[config.mk]
export PLATFORM = sky130hd
export DESIGN_NAME = fvam_cordic_step
export DESIGN_NICKNAME = d
export VERILOG_FILES = /design/src/hw/rtl/fvam_pkg.sv /design/src/hw/rtl/fvam_cordic_step.sv
export SDC_FILE = /design/constraint.sdc
export NUM_CORES = 1
export LEC_CHECK = 0
export ABC_AREA = 1
export BUFFER_PORTS_ARGS = -buffer_cell sky130_fd_sc_hd__buf_2
export CORE_ASPECT_RATIO = 1.2
export CORE_MARGIN = 3
export CORE_UTILIZATION = 64
export DETAILED_ROUTE_END_ITERATION = 10
export GPL_ROUTABILITY_DRIVEN = 0
export GPL_TIMING_DRIVEN = 0
export PLACE_DENSITY = 0.88
export SLEW_MARGIN = 20
export SYNTH_ARGS = -nofsm -noshare
export SYNTH_HDL_FRONTEND = slang
export SYNTH_SLANG_ARGS = --single-unit
[constraint.sdc]
create_clock -name vclk -period 3.72
set_input_delay 0 -clock vclk [all_inputs]
set_output_delay 0 -clock vclk [all_outputs]
set_load 0.1 [all_outputs]
[src/hw/rtl/fvam_pkg.sv]
// ----------------------------------------------------------------------------
// fvam_pkg: shared types and constants for the flow vector polar unit
// Payload structs, pipeline work structs, fixed widths and the CORDIC
// arctangent table.
// ----------------------------------------------------------------------------
package fvam_pkg;

	// field widths
	localparam int COORD_BITS = 16;
	localparam int ANGLE_BITS = 16;
	localparam int MAG_BITS   = 17;
	localparam int DIFF_W     = COORD_BITS + 1;

	// CORDIC datapath: coordinates scaled by 2^PRESCALE plus growth headroom
	localparam int PRESCALE  = 24;
	localparam int CW        = DIFF_W + PRESCALE + 3;
	localparam int ZW        = 25;
	localparam int TABLE_LEN = 24;

	// square root: one result bit per stage
	localparam int SQRT_STEPS = MAG_BITS;
	localparam int N_W        = 2 * SQRT_STEPS;
	localparam int REM_W      = MAG_BITS + 3;

	// angle units of 2^-15 degree
	localparam logic signed [ZW-1:0] FULL_TURN = 25'sd11796480;
	localparam logic signed [ZW-1:0] HALF_TURN = 25'sd5898240;
	localparam logic [ANGLE_BITS-1:0] ANGLE_WRAP = 16'd46080;
	localparam logic [ZW-1:0] ANGLE_ROUND = 25'd128;

	// atan(2^-i) in units of 2^-15 degree, rounded
	localparam logic [ZW-1:0] ATAN_TABLE [TABLE_LEN] = '{
		25'd1474560, 25'd870484, 25'd459940, 25'd233473,
		25'd117189,  25'd58652,  25'd29333,  25'd14667,
		25'd7334,    25'd3667,   25'd1833,   25'd917,
		25'd458,     25'd229,    25'd115,    25'd57,
		25'd29,      25'd14,     25'd7,      25'd4,
		25'd2,       25'd1,      25'd0,      25'd0
	};

	typedef struct packed {
		logic [COORD_BITS-1:0] src_x;
		logic [COORD_BITS-1:0] src_y;
		logic [COORD_BITS-1:0] dst_x;
		logic [COORD_BITS-1:0] dst_y;
	} pair_t;

	typedef struct packed {
		logic [ANGLE_BITS-1:0] angle;
		logic [MAG_BITS-1:0]   magnitude;
	} result_t;

	typedef struct packed {
		logic signed [CW-1:0] x;
		logic signed [CW-1:0] y;
		logic signed [ZW-1:0] z;
	} cord_t;

	typedef struct packed {
		logic [N_W-1:0]      n;
		logic [REM_W-1:0]    rem;
		logic [MAG_BITS-1:0] root;
	} sqrt_t;

endpackage

[src/hw/rtl/fvam_cordic_step.sv]
// ----------------------------------------------------------------------------
// fvam_cordic_step: one CORDIC vectoring micro-rotation
// Rotates toward the x axis by atan(2^-IDX); passes through when inactive.
// ----------------------------------------------------------------------------
module fvam_cordic_step #(
	parameter int IDX    = 0,
	parameter bit ACTIVE = 1'b1
) (
	input  fvam_pkg::cord_t c_in,
	output fvam_pkg::cord_t c_out
);

	localparam int CW = fvam_pkg::CW;
	localparam int ZW = fvam_pkg::ZW;

	generate
		if (ACTIVE) begin : g_rot
			logic signed [CW-1:0] xi, yi, xs, ys;
			logic signed [ZW-1:0] zi, t;

			always_comb begin
				xi = c_in.x;
				yi = c_in.y;
				zi = c_in.z;
				// arithmetic shift floors, as required
				xs = xi >>> IDX;
				ys = yi >>> IDX;
				t  = $signed(fvam_pkg::ATAN_TABLE[IDX]);
				if (!yi[CW-1]) begin
					c_out.x = xi + ys;
					c_out.y = yi - xs;
					c_out.z = zi + t;
				end else begin
					c_out.x = xi - ys;
					c_out.y = yi + xs;
					c_out.z = zi - t;
				end
			end
		end else begin : g_pass
			assign c_out = c_in;
		end
	endgenerate

endmodule

==> flow_metrics.py <==
metrics = {
    "synth": {
        "synth_seq_area_share_pct": 0,
        "synth_cell_types": 40,
        "synth_top_area_share_pct": 27.89,
        "synth_nets": 2675,
        "synth_area_leaders": "nand2_1, ha_1, inv_1",
        "syn-cell-area_sq_um": 11900,
        "synthCells": 2405,
        "synth_top_cell_by_area": "nand2_1",
        "synth_commonest_cells": "nand2_1, inv_1, nand3_1",
        "syn_avg_cell_area_sq_um": 4.948,
        "synth.most_common_cell": "nand2_1",
        "yosys_warnings": 0,
    },
    "clock_network": {
        "cts-hold-fix-buffers": 0,
        "post_cts_buffers": 0,
        "cts_resized": 0,
    },
    "worst_setup_path": {
        "crit_path_end_kind": "output port",
        "critPathSlowestCell": "o21ai_1",
        "crit_type": "input port to output port",
        "critPathMaxStageDelay_ns": 0.60,
        "cp.buffers_inverters": 3,
        "start_kind": "input port",
        "crit_family": "compound AO/OA/AOI/OAI gates",
        "crit_path_frequent_cell": "buf_2",
        "critPathMaxFanout": 5,
        "crit_chain": "buf_2 -> inv_1 -> ha_1 -> fa_1 -> o21ai_1 -> a21oi_2 -> o21ai_2 -> or2_1 -> nand3_1 -> o21ai_0 -> buf_2",
        "crit_arrival_ns": 2.97,
        "required_ns": 3.72,
    },
    "finish": {
        "seq_cells": 0,
        "drive_gt1_share_pct": 13.53,
        "nets": 2888,
        "utilization_pct": 72.55,
        "antenna_cells": 0,
        "fillers": 1736,
        "synthToLayoutAreaGrowth_pct": 11.23,
        "final.clkbuf_count": 0,
        "register_area_sq_um": 0,
    },
    "global_route": {
        "grtUsageTotal_pct": 44.94,
        "grt_pass1_vias": 15050,
        "grt_pass1_wl_um": 72930,
        "overflow": 0,
        "antenna_found_initial": 0,
        "grt_max_degree": 14,
    },
    "routing": {
        "routed_wl_um": 47660,
        "num_vias": 16640,
        "first_iter_violations": 2420,
        "drtPass1Iterations": 11,
        "wl_per_cell_um": 16.78,
        "drtAntennaViolNets": 0,
        "avgViaCountPerCell": 5.858,
        "drc": 1,
    },
    "pwr": {
        "power.leakage_uw": 0.008413,
        "ir_worst_vdd_uv": 318.9,
        "power.density_nw_per_um2": 288.9,
    },
    "floorplan": {
        "start_util_pct": 65.23,
        "ios": 226,
        "rows": 54,
        "die_w_um": 130.5,
        "core_sq_um": 18240,
        "die-area_sq_um": 20270,
        "fp.dieH_um": 155.4,
    },
    "place": {
        "port_buffers": 211,
        "dp_hpwl_um": 39480,
    },
    "timing": {
        "period_minus_slack_ns": 2.966,
        "final.period_utilization_pct": 79.74,
        "finalSetupViolCount": 0,
        "slew_headroom_pct": 39.52,
        "rsz0062_at_grt": "no",
        "hold_viol": 0,
        "worst_pin_slew_ns": 0.9071,
        "tns_ns": 0,
        "max_freq_ghz": 0.3371,
        "drv_slew": 0,
    },
    "worst_hold_path": {
        "hold_class": "input port to output port",
    },
    "job": {
        "drv_cap": 0,
    },
    "outcome": {
        "status": "finished with violations",
        "violations": "design-rule violations",
    },
}
-- stage by stage --
step / instance area [sq um] / cells / hold WS [ns] / worst slack [ns] / power (uW)
after global placement: 13240 / 2840 / 0.3843 / 1.078 / 3630
after global routing: 13240 / 2840 / 0.3896 / 0.7642 / 4011
after detailed placement: 13240 / 2840 / 0.3841 / 1.049 / 3685
final: 13240 / 2840 / 0.3835 / 0.7538 / 3823
after CTS: 13240 / 2840 / 0.3839 / 1.043 / 3695
after floorplan: 11900 / 2405 / 0.2115 / 0.3993 / 2914
-- cell usage in the layout (no fill, tap or decap), types with 11 or more instances in the layout --
master	instances
nand2_1	884
inv_1	452
buf_2	224
nand3_1	223
nor2_1	210
ha_1	153
a21oi_1	123
o21ai_0	65
buf_4	48
nor2_2	34
xor2_1	30
o21bai_1	29
nand4_1	21
nand2_2	12
nor3_1	11
o22ai_1	11
-- power breakdown --
group / switching (uW) / internal [uW] / leakage [uW] / total, uW
logic: 3040 / 785 / 0.00841 / 3820
registers: 0 / 0 / 0 / 0
clock network: 0 / 0 / 0 / 0
-- cell families (layout without fill, tap and decap cells) --
group	Yosys count	in the layout	synth area share (%)
AO/OA/AOI/OAI	254	254	11.99
XOR/XNOR	34	34	2.503
adder cells (fa/ha/maj)	157	157	16.76
buffers and inverters	535	746	18.78
AND/OR/NAND/NOR	1423	1423	49.80
multiplexers	2	2	0.1683
-- metal layers --
layer  up-vias  share of wire, %  GRT usage (%)
met1      7025                33          51.54
li1       7778                 -              -
met5         -                 0              0
met3       460                14          9.890
met2      1373                40          69.17
met4         0                12          39.34
-- path summary, 6_finish.rpt --
kind,cells past startpoint,slack (ns),startpoint,to
worst min-delay path,2,0.38,c_in[2],c_out[2]
worst max-delay path,11,0.75,c_in[25],c_out[41]
-- area by class of cell --
| type | instances | area, sq um | share of cell area [%] |
|---|---|---|---|
| inverters | 460 | 1727 | 13.05 |
| plain buffers | 75 | 508.0 | 3.838 |
| multi-input cells | 1870 | 9664 | 73.02 |
| repair buffers | 211 | 1056 | 7.979 |
| well taps | 224 | 280.3 | 2.118 |
No activity file was read; power rests on OpenSTA's default activity.
