### src/hw/rtl/fvam_pkg.sv
// ----------------------------------------------------------------------------
// fvam_pkg: shared types and constants for the flow vector polar unit
// Payload structs, pipeline work structs, fixed widths and the CORDIC
// arctangent table.
// ----------------------------------------------------------------------------
package fvam_pkg;

	// field widths
	localparam int COORD_BITS = 16;
	localparam int ANGLE_BITS = 16;
	localparam int MAG_BITS   = 17;
	localparam int DIFF_W     = COORD_BITS + 1;

	// CORDIC datapath: coordinates scaled by 2^PRESCALE plus growth headroom
	localparam int PRESCALE  = 24;
	localparam int CW        = DIFF_W + PRESCALE + 3;
	localparam int ZW        = 25;
	localparam int TABLE_LEN = 24;

	// square root: one result bit per stage
	localparam int SQRT_STEPS = MAG_BITS;
	localparam int N_W        = 2 * SQRT_STEPS;
	localparam int REM_W      = MAG_BITS + 3;

	// angle units of 2^-15 degree
	localparam logic signed [ZW-1:0] FULL_TURN = 25'sd11796480;
	localparam logic signed [ZW-1:0] HALF_TURN = 25'sd5898240;
	localparam logic [ANGLE_BITS-1:0] ANGLE_WRAP = 16'd46080;
	localparam logic [ZW-1:0] ANGLE_ROUND = 25'd128;

	// atan(2^-i) in units of 2^-15 degree, rounded
	localparam logic [ZW-1:0] ATAN_TABLE [TABLE_LEN] = '{
		25'd1474560, 25'd870484, 25'd459940, 25'd233473,
		25'd117189,  25'd58652,  25'd29333,  25'd14667,
		25'd7334,    25'd3667,   25'd1833,   25'd917,
		25'd458,     25'd229,    25'd115,    25'd57,
		25'd29,      25'd14,     25'd7,      25'd4,
		25'd2,       25'd1,      25'd0,      25'd0
	};

	typedef struct packed {
		logic [COORD_BITS-1:0] src_x;
		logic [COORD_BITS-1:0] src_y;
		logic [COORD_BITS-1:0] dst_x;
		logic [COORD_BITS-1:0] dst_y;
	} pair_t;

	typedef struct packed {
		logic [ANGLE_BITS-1:0] angle;
		logic [MAG_BITS-1:0]   magnitude;
	} result_t;

	typedef struct packed {
		logic signed [CW-1:0] x;
		logic signed [CW-1:0] y;
		logic signed [ZW-1:0] z;
	} cord_t;

	typedef struct packed {
		logic [N_W-1:0]      n;
		logic [REM_W-1:0]    rem;
		logic [MAG_BITS-1:0] root;
	} sqrt_t;

endpackage

### src/hw/rtl/fvam_sqrt_step.sv
// ----------------------------------------------------------------------------
// fvam_sqrt_step: one digit of the restoring integer square root
// Brings down two radicand bits and decides one root bit.
// ----------------------------------------------------------------------------
module fvam_sqrt_step #(
	parameter int IDX = 0
) (
	input  fvam_pkg::sqrt_t s_in,
	output fvam_pkg::sqrt_t s_out
);

	localparam int RW = fvam_pkg::REM_W;
	localparam int MB = fvam_pkg::MAG_BITS;
	localparam int NW = fvam_pkg::N_W;

	generate
		if (IDX < fvam_pkg::SQRT_STEPS) begin : g_digit
			logic [RW-1:0] rem_sh, trial;

			always_comb begin
				rem_sh = {s_in.rem[RW-3:0], s_in.n[NW-1-2*IDX -: 2]};
				trial  = RW'({s_in.root, 2'b01});
				s_out.n = s_in.n;
				if (rem_sh >= trial) begin
					s_out.rem  = rem_sh - trial;
					s_out.root = {s_in.root[MB-2:0], 1'b1};
				end else begin
					s_out.rem  = rem_sh;
					s_out.root = {s_in.root[MB-2:0], 1'b0};
				end
			end
		end else begin : g_pass
			assign s_out = s_in;
		end
	endgenerate

endmodule

### config.mk
export PLATFORM = sky130hd
export DESIGN_NAME = fvam_sqrt_step
export DESIGN_NICKNAME = d
export VERILOG_FILES = /design/src/hw/rtl/fvam_pkg.sv /design/src/hw/rtl/fvam_sqrt_step.sv
export SDC_FILE = /design/constraint.sdc
export NUM_CORES = 1
export LEC_CHECK = 0
export BUFFER_PORTS_ARGS = -buffer_cell sky130_fd_sc_hd__clkbuf_2
export CAP_MARGIN = 20
export CORE_UTILIZATION = 38
export DETAILED_ROUTE_END_ITERATION = 12
export PLACE_DENSITY_LB_ADDON = 0.08
export SLEW_MARGIN = 20
export SYNTH_ARGS = -nofsm -noshare
export SYNTH_HDL_FRONTEND = slang
export SYNTH_SLANG_ARGS = --single-unit
### constraint.sdc
create_clock -name vclk -period 3.3
set_input_delay 0.66 -clock vclk [all_inputs]
set_output_delay 0.66 -clock vclk [all_outputs]
set_load 0.01 [all_outputs]
==> results.sh <==
export IMPL_hp_class="input pin to primary output"
export IMPL_die_h_um=71.7
export IMPL_fin_crit_ns=3.35
export IMPL_drc=0
export IMPL_layout_common_cells="62 x clkbuf_2, 46 x buf_4, 17 x mux2_4"
export IMPL_crit_buf_inv=3
export IMPL_synthSimpleGateAreaFrac=0.138
export IMPL_cpPeakStageDelay_ns=0.52
export IMPL_cp_cell_sequence="buf_4, ha_4, nand2_4, or4_4, or2_4, o21ai_4, buf_12, mux2_4, clkbuf_2"
export IMPL_dpl_cell_count=353
export IMPL_die_area_um2=5150
export IMPL_layout_filler_cells=462
export IMPL_fin_nets=397
export IMPL_cts_hold_repair_buffers=0
export IMPL_pre_cts_ws_ns=-0.174
export IMPL_rsz0062_at_grt="yes"
export IMPL_netlist_area_um2=1850
export IMPL_finalMaxSlewViolations=0
export IMPL_synthMuxAreaShare=0.152
export IMPL_synthXorXnorAreaFrac=0.0664
export IMPL_critPathMaxFanout=11
export IMPL_crit_family="simple AND/OR/NAND/NOR gates"
export IMPL_synthCells=241
export IMPL_synth_top_family_by_area="buffers and inverters"
export IMPL_instances_no_fill=359
export IMPL_fin_setup_tns_ns=-0.562
export IMPL_wl_per_cell_um=12.0
export IMPL_routed_wl_mm=4.32
export IMPL_required_ns=2.64
export IMPL_hold_viol=0
export IMPL_initial_core_util=0.394
export IMPL_grt_pass1_wl_mm=6.69
export IMPL_cellLeakagePower_nw=1.32
export IMPL_cp_end_kind="primary output"
export IMPL_ys_seq_area_frac=0
export IMPL_multi_input_area_um2=1520
export IMPL_worst_slack_ns=-0.0500
export IMPL_vias=1793
export IMPL_grt_pass1_vias=1511
export IMPL_synth_warning_count=0
export IMPL_period_share=1.02
export IMPL_mostFrequentLayoutCell="clkbuf_2"
export IMPL_antenna_diode_count=0
export IMPL_gp_congestion=0.819
export IMPL_cp_slowest_cell="or4_4"
export IMPL_area_delta_synth_final_pct=35.1
export IMPL_clkbuf_count=0
export IMPL_ios=142
export IMPL_max_freq_ghz=0.299
export IMPL_drt_pass1_iter_count=4
export IMPL_grt_start_max_net_pins=12
export IMPL_grt_overflow_total=0
export IMPL_outcome="finished with violations"
export IMPL_grt_antenna_before_repair=0
export IMPL_arrival_ns=2.69
export IMPL_synthDistinctLibCells=49
export IMPL_setup_viol=17
export IMPL_coreArea_um2=4690
export IMPL_startpoint_type="input pin"
export IMPL_drv_cap=0
export IMPL_ant_nets=0
export IMPL_drive_gt1_frac=0.584
export IMPL_powerDensity_nw_per_um2=227
export IMPL_slew_headroom=0.750
export IMPL_num_rows=25
export IMPL_violations="negative setup slack"
export IMPL_ir_drop_mv=0.107
export IMPL_tightest_slew_ns=0.374
export IMPL_io_buffers=76
export IMPL_avgSynthCellArea_um2=7.67
export IMPL_routed_via_density=4.99
export IMPL_grt_use_total=0.155
export IMPL_synthAdderAreaFrac=0.129
export IMPL_criticalPathCategory="input pin to primary output"
export IMPL_drt_iter0_drc=56
export IMPL_syn_nets=331
export IMPL_n_sequential_cell=0
export IMPL_hpwl_mm=3.55
export IMPL_register_area_um2=0
export IMPL_die_w_um=71.7
export IMPL_synth_compound_area_frac=0.232
[per-stage QoR]
step / util / cell area, um^2 / hold slack [ns] / total power (W)
finish: 0.532 / 2500 / 1.32 / 0.000567
global route: 0.532 / 2500 / 1.32 / 0.000623
CTS: 0.495 / 2320 / 1.32 / 0.000530
detailed placement: 0.463 / 2170 / 1.32 / 0.000498
global placement: 0.463 / 2170 / 1.32 / 0.000499
floorplan: - / 1850 / 1.41 / 0.000375
[routing by layer]
metal / track usage / vias up / part of all wire
met3: 0.00703 / 4 / 0.051
met5: 0 / - / 0
met1: 0.219 / 784 / 0.49
li1: - / 930 / -
met2: 0.271 / 75 / 0.46
met4: 0.00871 / 0 / 0.0019
[synth_stat cells (all sizes together) (2+ instances only)]
master / n / share of area
mux2i: 3 / 0.016
or2: 2 / 0.0081
o211ai: 3 / 0.012
nand4: 4 / 0.014
o21bai: 3 / 0.012
a21o: 6 / 0.024
a21oi: 15 / 0.041
o21ai: 8 / 0.028
nand2: 11 / 0.028
buf: 58 / 0.24
nor3: 3 / 0.0081
nand3: 7 / 0.019
ha: 19 / 0.13
nor2: 12 / 0.024
xnor2: 8 / 0.038
o21a: 5 / 0.020
o311a: 2 / 0.011
mux2: 17 / 0.14
a211oi: 5 / 0.020
and3: 2 / 0.0068
a31oi: 2 / 0.0068
inv: 21 / 0.043
xor2: 6 / 0.028
o221ai: 2 / 0.0095
[power breakdown]
part           switching [W]  total [W]  internal, W
logic               0.000252   0.000567     0.000315
clock network              0          0            0
registers                  0          0            0
[kinds of logic after synthesis]
family,Yosys count
AO/OA/AOI/OAI,60
XOR/XNOR,14
adder cells (fa/ha/maj),19
buffers and inverters,80
multiplexers,20
AND/OR/NAND/NOR,48
[layout make-up]
class | count | share of cell area
Tap cell | 54 | 0.0271
Inverter | 21 | 0.0336
Timing Repair Buffer | 123 | 0.331
Multi-Input combinational cell | 161 | 0.609
[path summary, 6_finish.rpt]
path	cells after the start	slack, ns	end	from
max	9	-0.05	s_out[19]	s_in[30]
min	0	1.32	s_out[38]	s_in[38]
[what timing repair did]
item	in CTS	in global routing
setup buffers	4	2
endpoints found under the hold margin	0	0
resized for setup	17	45
setup endpoints to repair	19	20
pin swaps	2	6
gates cloned	0	0
Power figures use the tool's default switching activity.
