===== src/hw/rtl/fvam_pkg.sv =====
// ----------------------------------------------------------------------------
// fvam_pkg: shared types and constants for the flow vector polar unit
// Payload structs, pipeline work structs, fixed widths and the CORDIC
// arctangent table.
// ----------------------------------------------------------------------------
package fvam_pkg;

	// field widths
	localparam int COORD_BITS = 16;
	localparam int ANGLE_BITS = 16;
	localparam int MAG_BITS   = 17;
	localparam int DIFF_W     = COORD_BITS + 1;

	// CORDIC datapath: coordinates scaled by 2^PRESCALE plus growth headroom
	localparam int PRESCALE  = 24;
	localparam int CW        = DIFF_W + PRESCALE + 3;
	localparam int ZW        = 25;
	localparam int TABLE_LEN = 24;

	// square root: one result bit per stage
	localparam int SQRT_STEPS = MAG_BITS;
	localparam int N_W        = 2 * SQRT_STEPS;
	localparam int REM_W      = MAG_BITS + 3;

	// angle units of 2^-15 degree
	localparam logic signed [ZW-1:0] FULL_TURN = 25'sd11796480;
	localparam logic signed [ZW-1:0] HALF_TURN = 25'sd5898240;
	localparam logic [ANGLE_BITS-1:0] ANGLE_WRAP = 16'd46080;
	localparam logic [ZW-1:0] ANGLE_ROUND = 25'd128;

	// atan(2^-i) in units of 2^-15 degree, rounded
	localparam logic [ZW-1:0] ATAN_TABLE [TABLE_LEN] = '{
		25'd1474560, 25'd870484, 25'd459940, 25'd233473,
		25'd117189,  25'd58652,  25'd29333,  25'd14667,
		25'd7334,    25'd3667,   25'd1833,   25'd917,
		25'd458,     25'd229,    25'd115,    25'd57,
		25'd29,      25'd14,     25'd7,      25'd4,
		25'd2,       25'd1,      25'd0,      25'd0
	};

	typedef struct packed {
		logic [COORD_BITS-1:0] src_x;
		logic [COORD_BITS-1:0] src_y;
		logic [COORD_BITS-1:0] dst_x;
		logic [COORD_BITS-1:0] dst_y;
	} pair_t;

	typedef struct packed {
		logic [ANGLE_BITS-1:0] angle;
		logic [MAG_BITS-1:0]   magnitude;
	} result_t;

	typedef struct packed {
		logic signed [CW-1:0] x;
		logic signed [CW-1:0] y;
		logic signed [ZW-1:0] z;
	} cord_t;

	typedef struct packed {
		logic [N_W-1:0]      n;
		logic [REM_W-1:0]    rem;
		logic [MAG_BITS-1:0] root;
	} sqrt_t;

endpackage


===== src/hw/rtl/fvam_back.sv =====
// ----------------------------------------------------------------------------
// fvam_back: result formatting
// Wraps and rounds the angle, rounds the root, forces the zero vector case.
// ----------------------------------------------------------------------------
module fvam_back (
	input  logic               zero,
	input  fvam_pkg::cord_t    c_in,
	input  fvam_pkg::sqrt_t    s_in,
	output fvam_pkg::result_t  res
);

	localparam int ZW = fvam_pkg::ZW;
	localparam int AB = fvam_pkg::ANGLE_BITS;
	localparam int MB = fvam_pkg::MAG_BITS;
	localparam int RW = fvam_pkg::REM_W;

	logic signed [ZW-1:0] zw;
	logic [ZW-1:0]        zr;
	logic [AB-1:0]        ang;
	logic [MB-1:0]        mag;

	always_comb begin
		// wrap into one turn; the range needs at most one correction
		if (c_in.z < 0) begin
			zw = c_in.z + fvam_pkg::FULL_TURN;
		end else if (c_in.z >= fvam_pkg::FULL_TURN) begin
			zw = c_in.z - fvam_pkg::FULL_TURN;
		end else begin
			zw = c_in.z;
		end
		// round to 1/128 degree; a full turn reads as zero
		zr  = $unsigned(zw) + fvam_pkg::ANGLE_ROUND;
		ang = zr[8 +: AB];
		if (ang >= fvam_pkg::ANGLE_WRAP) begin
			ang = '0;
		end
		// round to nearest: remainder above the floor root rounds up
		mag = s_in.root + MB'(s_in.rem > RW'(s_in.root));
		if (zero) begin
			res.angle     = '0;
			res.magnitude = '0;
		end else begin
			res.angle     = ang;
			res.magnitude = mag;
		end
	end

endmodule

===== config.mk =====
export PLATFORM = sky130hd
export DESIGN_NAME = fvam_back
export DESIGN_NICKNAME = d
export VERILOG_FILES = /design/src/hw/rtl/fvam_pkg.sv /design/src/hw/rtl/fvam_back.sv
export SDC_FILE = /design/constraint.sdc
export NUM_CORES = 1
export LEC_CHECK = 0
export ABC_AREA = 1
export BUFFER_PORTS_ARGS = -buffer_cell sky130_fd_sc_hd__buf_4
export CORE_ASPECT_RATIO = 1.25
export CORE_MARGIN = 5
export CORE_UTILIZATION = 31
export DETAILED_ROUTE_END_ITERATION = 8
export PLACE_DENSITY = 0.81
export SETUP_SLACK_MARGIN = 0.5
export SKIP_LAST_GASP = 1
export SLEW_MARGIN = 20
export SYNTH_ARGS = -nofsm -noshare
export SYNTH_HDL_FRONTEND = slang
export SYNTH_SLANG_ARGS = --single-unit

===== constraint.sdc =====
create_clock -name vclk -period 4.1
set_input_delay 0.82 -clock vclk [all_inputs]
set_output_delay 0.82 -clock vclk [all_outputs]
set_load 0.01 [all_outputs]

==> results of run 1 <==
## logic make-up (layout without fill, tap and decap cells)
kind of cell	count (synthesis)	in the layout
buf+inv	48	206
xor+xnor	3	3
compound gates	64	64
fa+ha+maj	23	23
simple gates	172	174
## cell type report
type | count | area, sq um
Inverter | 43 | 176.4
Timing Repair Buffer | 163 | 1326
Multi-Input combinational cell | 264 | 2228
Fill cell | 407 | 1669
Tap cell | 64 | 80.08
## cells in the mapped netlist (3+ instances only)
library cell / n / share of area
inv_1: 39 / 0.084
nand4_1: 6 / 0.021
o21ai_0: 14 / 0.040
nand3_1: 26 / 0.074
a21oi_1: 30 / 0.086
nor4_1: 5 / 0.018
nor3_1: 10 / 0.029
nand2_1: 63 / 0.13
a21oi_2: 9 / 0.045
ha_1: 23 / 0.16
nor2_1: 34 / 0.073
a31oi_1: 3 / 0.011
o211ai_1: 3 / 0.013
nand2_2: 7 / 0.025
nor2_2: 10 / 0.036
## final timing paths
kind	endpoint	startpoint	depth (start not counted)	slack, ps
setup / recovery	res[16]	s_in[5]	25	-630
hold / removal	res[16]	s_in[16]	4	2000
## repair_timing
action | 4_1_cts | 5_1_grt
resized for setup | 78 | 78
setup endpoints to repair | 31 | 33
cloned | 2 | 0
hold buffers | 0 | 0
buffers inserted | 20 | 9
pin swaps | 28 | 32
## power by group through the flow
stage	clock network (mW)	registers [mW]	logic (mW)
after global placement	0	0	0.295
after CTS	0	0	0.363
after global routing	0	0	0.475
after detailed placement	0	0	0.303
final	0	0	0.442
after floorplan	0	0	0.164
## layer usage
metal  routed length (um)  vias up
li1                     -     1378
met4                  146        0
met3                  670       12
met2                 4809      119
met1                 3000     1300
met5                    0        -
## worst max-delay path, stage by stage
cell,delay (ps)
buf_4,100
inv_1,50
ha_1,290
a21oi_1,90
o21ai_2,120
nand3_1,100
nand2_1,80
nand2_1,60
a21oi_2,130
a211oi_2,60
a31oi_4,180
ha_4,180
ha_4,130
nand2_2,50
inv_2,70
nand2_4,60
nor2_4,90
nand2_2,80
nor4_4,150
nand4_1,240
nor4_4,270
nand2_1,90
o21ai_0,180
nor2_1,70
buf_4,140
## metrics by stage
step / setup WS [ps] / utilization
2_1_floorplan: -121.2 / -
3_3_place_gp: -609.9 / 0.5208
3_5_place_dp: -696.5 / 0.5208
4_1_cts: -471.7 / 0.6151
5_1_grt: -937.3 / 0.6954
6_report: -626.9 / 0.6954
==> summary.txt, run 1 <==
Status
  – Run status: finished, violations left
  – Violated checks: setup timing

Layout
  – Leading cell type in the layout, fill and taps excluded: buf_4
  – Most frequent cells in the layout: 139 x buf_4, 48 x nand2_1, 29 x inv_1
  – CLK BUF: 0
  – Area Growth Syn to Fin: 117.4%
  – Design area: 3811 sq um
  – Fin cells: 534
  – Final Net Count: 680
  – Storage cell area: 0 sq um
  – Share of post-route cells with drive strength above 1: 0.6128
  – N_diodes: 0
  – FF+latch count: 0

Place
  – Dpl hpwl: 5501 um
  – Placed cell areas: 2854 sq um
  – Final GP Congestion: around 0.86
  – Port Buffers: 96
  – Placed insts: 503

Die
  – Full die area: ~7300 sq um
  – Site Rows: 30
  – IO Pins: 218
  – Die Wd: 77.26 um
  – Initial core utilization: 0.3199
  – Core area: 5480 sq um
  – Die height: 94.08 um

Power and ir drop
  – Sw frac: 0.5454
  – Pwr dens: 116.0 nW/um^2
  – Clock power frac: 0
  – Cell-internal power: 0.2010 mW
  – Total power: 0.4421 mW
  – Net switching power: 0.2412 mW
  – LEAKAGE: 1.816 nW
  – Seq pwr share: 0
  – Max IR drop VDD: 0.06231 mV
  – Combinational share of power: 1.000

GRT
  – First-pass GRT wire length: 11850 um
  – GRT Overall Usage: 0.1909
  – Met1 Use GR: 0.1999
  – Initial antenna violation count: 0
  – Grt ovf: 0
  – Met3 usage in global routing: 0.04511
  – Global-route met2 utilization: 0.3764
  – Busiest grt layer: met2
  – Vias in the first global route: 2717
  – Largest net degree at the start of global routing: 20

Synth
  – Mux cell area share after synthesis: 0
  – Syn. warnings: 0
  – Syn_nets: 518
  – Synthesized area: 1753 sq um
  – Largest family of logic cells by synthesized area: simple AND/OR/NAND/NOR gates
  – Cells after Synth: 310
  – Synth Area in XOR/XNOR: 0.01927
  – Average size of a mapped cell: roughly 5.7 sq um
  – Sequential share of the synthesized area: 0
  – Netlist cell types: 35
  – Post-Synth Simple-Gate Area: 0.4782
  – Compound-Gate Fraction of Synth Area: 0.2177
  – Adder-cell share of the synthesized area: 0.1642

Route
  – # DRC: 0
  – Avg WL per Cell: 16.15 um
  – DR pass1 iterations: 4
  – Via density: 5.260
  – DR iter-0 viols: 154
  – Via count: 2809
  – Total wire length: roughly 8600 um
  – Remaining antenna violation count: 0

Timing
  – Minimum clock period: 4727 ps
  – Final critical-path share of the clock period: 1.153
  – Final Hold Slack: ~2000 ps
  – Final setup TNS: -4534 ps
  – PnR worst setup slack: -626.9 ps
  – RSZ-0062 raised after global routing: true
  – Rel. slew slack: 0.5661
  – Max Clk Rate: roughly 210 MHz
  – Final Max Tran Viols: 0
  – Slew @ Worst Pin: approximately 650 ps
  – Final Hold Fails: 0
  – Endpoints failing setup: 11

Hold path
  – Worst Hold Class: input pin to output pin

Setup path
  – CP arrival: 3910 ps
  – Startpoint types: input pin
  – CP endpoint kind: output pin
  – WP data required: 3280 ps
  – Setup CP Type: input pin to output pin
  – Crit Path Max Fanout: 3

Job
  – Max Cap Viol: 0
(Power assumes the default switching activity.)
==> run 2, diff against run 1 <==
Settings changed: SKIP_LAST_GASP 1 to unset.
==> summary.txt, run 2 (synthesis results as in run 1) <==
Status
  – Run status: finished, violations left
  – Violated checks: setup timing

Power and ir drop
  – LEAKAGE: 1.847 nW (+1.7%)
  – Total power: 0.4507 mW (+1.9%)
  – Pwr dens: 116.5 nW/um^2 (+0.43%)
  – Max IR drop VDD: 0.06677 mV (+7.1%)

Setup path
  – CP arrival: 3910 ps (about the same)
  – Setup CP Type: input pin to output pin
  – Crit Path Max Fanout: 3 (unchanged)
  – Startpoint types: input pin
  – CP endpoint kind: output pin
  – WP data required: 3280 ps (about the same)

Place
  – Port Buffers: 96 (unchanged)
  – Placed insts: 503 (unchanged)
  – Dpl hpwl: 5501 um (unchanged)
  – Final GP Congestion: 0.8568 (unchanged)
  – Placed cell areas: 2854 sq um (unchanged)

Timing
  – PnR worst setup slack: -632.6 ps (-5.657 ps)
  – Minimum clock period: 4733 ps (+5.657 ps)
  – Endpoints failing setup: 11 (unchanged)
  – Max Clk Rate: 211.3 MHz (-0.12%)
  – Rel. slew slack: 0.5669 (+0.0007870)
  – Final Max Tran Viols: 0 (unchanged)
  – Slew @ Worst Pin: 645.6 ps (-1.173 ps)
  – Final Hold Slack: 2013 ps (+13.25 ps)
  – RSZ-0062 raised after global routing: true
  – Final Hold Fails: 0 (unchanged)
  – Final setup TNS: -5338 ps (-803.7 ps)
  – Final critical-path share of the clock period: 1.154 (+0.001380)

Layout
  – CLK BUF: 0 (unchanged)
  – N_diodes: 0 (unchanged)
  – Share of post-route cells with drive strength above 1: 0.6173 (+0.004570)
  – Area Growth Syn to Fin: 120.7%
  – Fin cells: 537 (+0.56%)
  – FF+latch count: 0 (unchanged)
  – Final Net Count: 683 (+0.44%)
  – Design area: 3869 sq um (+1.5%)
  – Most frequent cells in the layout: 136 x buf_4, 49 x nand2_1, 29 x inv_1, 26 x buf_6, 22 x nand3_1
  – Storage cell area: 0 sq um (unchanged)
  – Multi-input logic area: 2228 sq um (unchanged)
  – Filler Cell Count: 387 (-4.9%)
  – Leading cell type in the layout, fill and taps excluded: buf_4

GRT
  – Initial antenna violation count: 0 (unchanged)
  – Largest net degree at the start of global routing: 20 (unchanged)
  – GRT Overall Usage: 0.1911 (+0.0001984)
  – Met3 usage in global routing: 0.04511 (unchanged)
  – First-pass GRT wire length: 11860 um (+0.12%)
  – Busiest grt layer: met2
  – Grt ovf: 0 (unchanged)
  – Global-route met2 utilization: 0.3771 (+0.0007022)
  – Vias in the first global route: 2720 (+0.11%)
  – Met1 Use GR: 0.1999 (unchanged)

Route
  – Avg WL per Cell: 16.16 um (about the same)
  – Via density: 5.361 (+1.9%)
  – DR pass1 iterations: 5 (+1)
  – Total wire length: 8680 um (+0.63%)
  – DR iter-0 viols: 120 (-22%)
  – # DRC: 0 (unchanged)
  – Remaining antenna violation count: 0 (unchanged)
  – Via count: 2879 (+2.5%)

Clocking
  – Post-CTS Hold Buffers: 0 (unchanged)

Die
  – Die height: 94.08 um (unchanged)
  – Full die area: 7268 sq um (unchanged)
  – IO Pins: 218 (unchanged)
  – Initial core utilization: 0.3199 (unchanged)
  – Die Wd: 77.26 um (unchanged)
  – Site Rows: 30 (unchanged)
  – Core area: 5480 sq um (unchanged)

Job
  – Max Cap Viol: 0 (unchanged)

Hold path
  – Hold Path Cell Cnt: 4 (unchanged)
  – Worst Hold Class: input pin to output pin
==> run 2: cell types whose count changed in the layout (fill, tap and decap cells not counted), sizes merged <==
cell	change
buf	+3
==> run 2: through the flow <==
step	setup slack (ps)	util
final	-632.6	0.7059
after global routing	-851.4	0.7059
after CTS	-470.3	0.6176
after detailed placement	-696.5	0.5208
after global placement	-609.9	0.5208
after floorplan	-121.2	-
==> run 2: power by group <==
| part | internal, mW | switching [mW] | total, mW |
|---|---|---|---|
| Clock | 0 | 0 | 0 |
| Sequential | 0 | 0 | 0 |
| Combinational | 0.209 | 0.241 | 0.451 |
| Total | 0.209 | 0.241 | 0.451 |
==> run 2: repair_timing <==
action,4_1_cts,5_1_grt
setup endpoints to repair,31,33
setup buffers,20,12
cloned,2,0
pin swaps,28,42
resized for setup,83,82
==> run 2: worst max-delay path, stage by stage <==
cell and delay [ps]:
buf_4 100, inv_2 50, ha_4 250, nand2_1 60, inv_1 60, nand4_1 210
buf_4 210, a21oi_2 120, a211oi_2 60, a31oi_4 180, ha_4 180, buf_4 110
buf_6 80, buf_6 80, nand3_4 70, nor4_4 190, nand2_2 140, nor3_4 170
nand3_2 140, nor3_4 210, a21oi_1 110, nor3_2 160, buf_4 150
==> run 2: worst paths after layout <==
| path | from | endpoint | slack [ps] |
|---|---|---|---|
| setup / recovery | s_in[14] | res[15] | -630 |
| hold / removal | s_in[16] | res[16] | 2010 |
==> run 2: layout make-up <==
| cell class | count | share of cell area |
|---|---|---|
| multi-input cells | 264 | 0.5760 |
| repair buffers | 166 | 0.3577 |
| inverters | 43 | 0.04560 |
| well taps | 64 | 0.02070 |
==> run 2: per-layer routing <==
metal / vias to the layer above / part of all wire
li1: 1383 / -
met1: 1309 / 0.34
met2: 148 / 0.54
met3: 39 / 0.079
met4: 0 / 0.045
met5: - / 0
==> run 3, diff against run 2 <==
--- a/config.mk
+++ b/config.mk
@@ -8,9 +8,8 @@
 export ABC_AREA = 1
 export BUFFER_PORTS_ARGS = -buffer_cell sky130_fd_sc_hd__buf_4
-export CORE_ASPECT_RATIO = 1.25
-export CORE_MARGIN = 5
-export CORE_UTILIZATION = 31
+export CORE_AREA = 5 5 80 82
 export DETAILED_ROUTE_END_ITERATION = 8
-export PLACE_DENSITY = 0.81
+export DIE_AREA = 0 0 85 87
+export PLACE_DENSITY = 0.79
 export SETUP_SLACK_MARGIN = 0.5
 export SLEW_MARGIN = 20
==> constraint.sdc (replaced) <==
create_clock -name vclk -period 4.44
set_input_delay 0.444 -clock vclk [all_inputs]
set_output_delay 0.444 -clock vclk [all_outputs]
set_load 0.01 [all_outputs]
==> summary.txt, run 3 (synthesis results as in run 1) <==
Die
  – Die Wd: 85 um (+10%)
  – Core area: 5675 sq um (+3.6%)
  – IO Pins: 218 (unchanged)
  – Initial core utilization: 0.3089 (-0.01100)
  – Site Rows: 28 (-6.7%)
  – Full die area: 7395 sq um (+1.7%)
  – Die height: 87 um (-7.5%)

GRT
  – Grt ovf: 0 (unchanged)
  – First-pass GRT wire length: 9715 um (-18%)
  – Met1 Use GR: 0.1802 (-0.01965)
  – Global-route met2 utilization: 0.2818 (-0.09533)
  – Largest net degree at the start of global routing: 20 (unchanged)
  – Initial antenna violation count: 0 (unchanged)
  – Met3 usage in global routing: 0.03784 (-0.007263)
  – Busiest grt layer: met2
  – Vias in the first global route: 2366 (-13%)
  – GRT Overall Usage: 0.1520 (-0.03907)

Route
  – # DRC: 0 (unchanged)
  – Via density: 5.094 (-5.0%)
  – Avg WL per Cell: 13.43 um (-17%)
  – DR iter-0 viols: 62 (-48%)
  – DR pass1 iterations: 4 (-1)
  – Remaining antenna violation count: 0 (unchanged)
  – Via count: 2496 (-13%)
  – Total wire length: 6579 um (-24%)

Job
  – Max Cap Viol: 0 (unchanged)

Timing
  – Final setup TNS: 0 ps (+5338 ps)
  – Final critical-path share of the clock period: 0.9772
  – Max Clk Rate: 230.5 MHz
  – Slew @ Worst Pin: 596.6 ps (-49.09 ps)
  – Rel. slew slack: 0.5998 (+0.03293)
  – Final Hold Slack: 1197 ps (-815.9 ps)
  – Final Max Tran Viols: 0 (unchanged)
  – Endpoints failing setup: 0 (-11)
  – Final Hold Fails: 0 (unchanged)
  – Minimum clock period: 4339 ps
  – RSZ-0062 raised after global routing: true

Place
  – Placed insts: 477 (-5.2%)
  – Final GP Congestion: 0.8890 (+3.8%)
  – Dpl hpwl: 5062 um (-8.0%)
  – Port Buffers: 96 (unchanged)
  – Placed cell areas: 2525 sq um (-12%)

Layout
  – Fin cells: 490 (-8.8%)
  – Share of post-route cells with drive strength above 1: 0.4482 (-0.1691)
  – Final Net Count: 625 (-8.5%)
  – Leading cell type in the layout, fill and taps excluded: buf_4
  – Area Growth Syn to Fin: 63.03%
  – Filler Cell Count: 566 (+46%)
  – Most frequent cells in the layout: 108 x buf_4, 56 x nand2_1, 34 x inv_1, 31 x nor2_1, 27 x a21oi_1
  – CLK BUF: 0 (unchanged)
  – N_diodes: 0 (unchanged)
  – FF+latch count: 0 (unchanged)
  – Design area: 2858 sq um (-26%)
  – Storage cell area: 0 sq um (unchanged)

Power and ir drop
  – Total power: 0.2796 mW (-38%)
  – Pwr dens: 97.85 nW/um^2 (-16%)
  – Max IR drop VDD: 0.04956 mV (-26%)
  – LEAKAGE: 1.424 nW (-23%)

Setup path
  – CP arrival: 3890 ps (-20 ps)
  – Crit Path Max Fanout: 4 (+1)
  – Setup CP Type: input pin to output pin
  – WP data required: 4000 ps (+720 ps)
  – CP endpoint kind: output pin
  – Startpoint types: input pin

Hold path
  – Worst Hold Class: input pin to output pin
  – WHS Endpoint: res[16]
  – Hold Path Cell Cnt: 4 (unchanged)
  – HP Start: s_in[16]

Clocking
  – Post-CTS Hold Buffers: 0 (unchanged)

Status
  – Run status: completed
[run 3: report_power, final]
part           switching (mW)  internal (mW)  leakage (nW)
clock network               0              0             0
registers                   0              0             0
logic                   0.156          0.123          1.42
total                   0.156          0.123          1.42
[run 3: repair_timing]
action | 4_1_cts | 5_1_grt
pin swaps | 4 | 17
endpoints found under the setup margin | 5 | 9
resized for setup | 7 | 46
setup buffers | 2 | 11
[run 3: critical path: stages]
cell and delay (ps):
buf_4 90, inv_1 110, ha_4 290, nand2_1 50, inv_1 60, nand3_1 120
nor4_4 350, a211oi_2 110, a31oi_1 160, ha_2 250, ha_4 150, nand2_2 40
inv_2 70, nand2_4 60, nor2_4 110, nand2_2 90, nor4_4 290, nand4_1 220
nor4_2 260, buf_4 180, nand2_2 50, o21ai_2 120, nor2_1 60, buf_4 140
[run 3: routing by layer]
metal | vias to the layer above | wire length [um]
li1 | 1257 | -
met1 | 1115 | 2579
met2 | 112 | 3168
met3 | 12 | 680
met4 | 0 | 150
met5 | - | 0
[run 3: cell type report]
class	instances	area [sq um]	share of cell area
inverters	43	167.7	0.05867
multi-input cells	262	1759	0.6156
repair buffers	110	837.1	0.2929
well taps	75	93.84	0.03284
[run 3: worst max path at each step]
stage / start / end / slack, ps / depth (start not counted)
floorplan: s_in[11] / res[16] / 830 / 20
global placement: s_in[11] / res[16] / 200 / 24
detailed placement: s_in[11] / res[16] / 130 / 24
CTS: s_in[7] / res[16] / 300 / 26
global route: s_in[11] / res[16] / -140 / 24
finish: s_in[11] / res[16] / 100 / 24
[run 3: per-stage QoR]
stage	utilization	setup WS, ps
detailed placement	0.4449	127.4
CTS	0.4530	297.1
global placement	0.4449	201.2
floorplan	-	827.0
finish	0.5035	101.2
global route	0.5035	-143.1
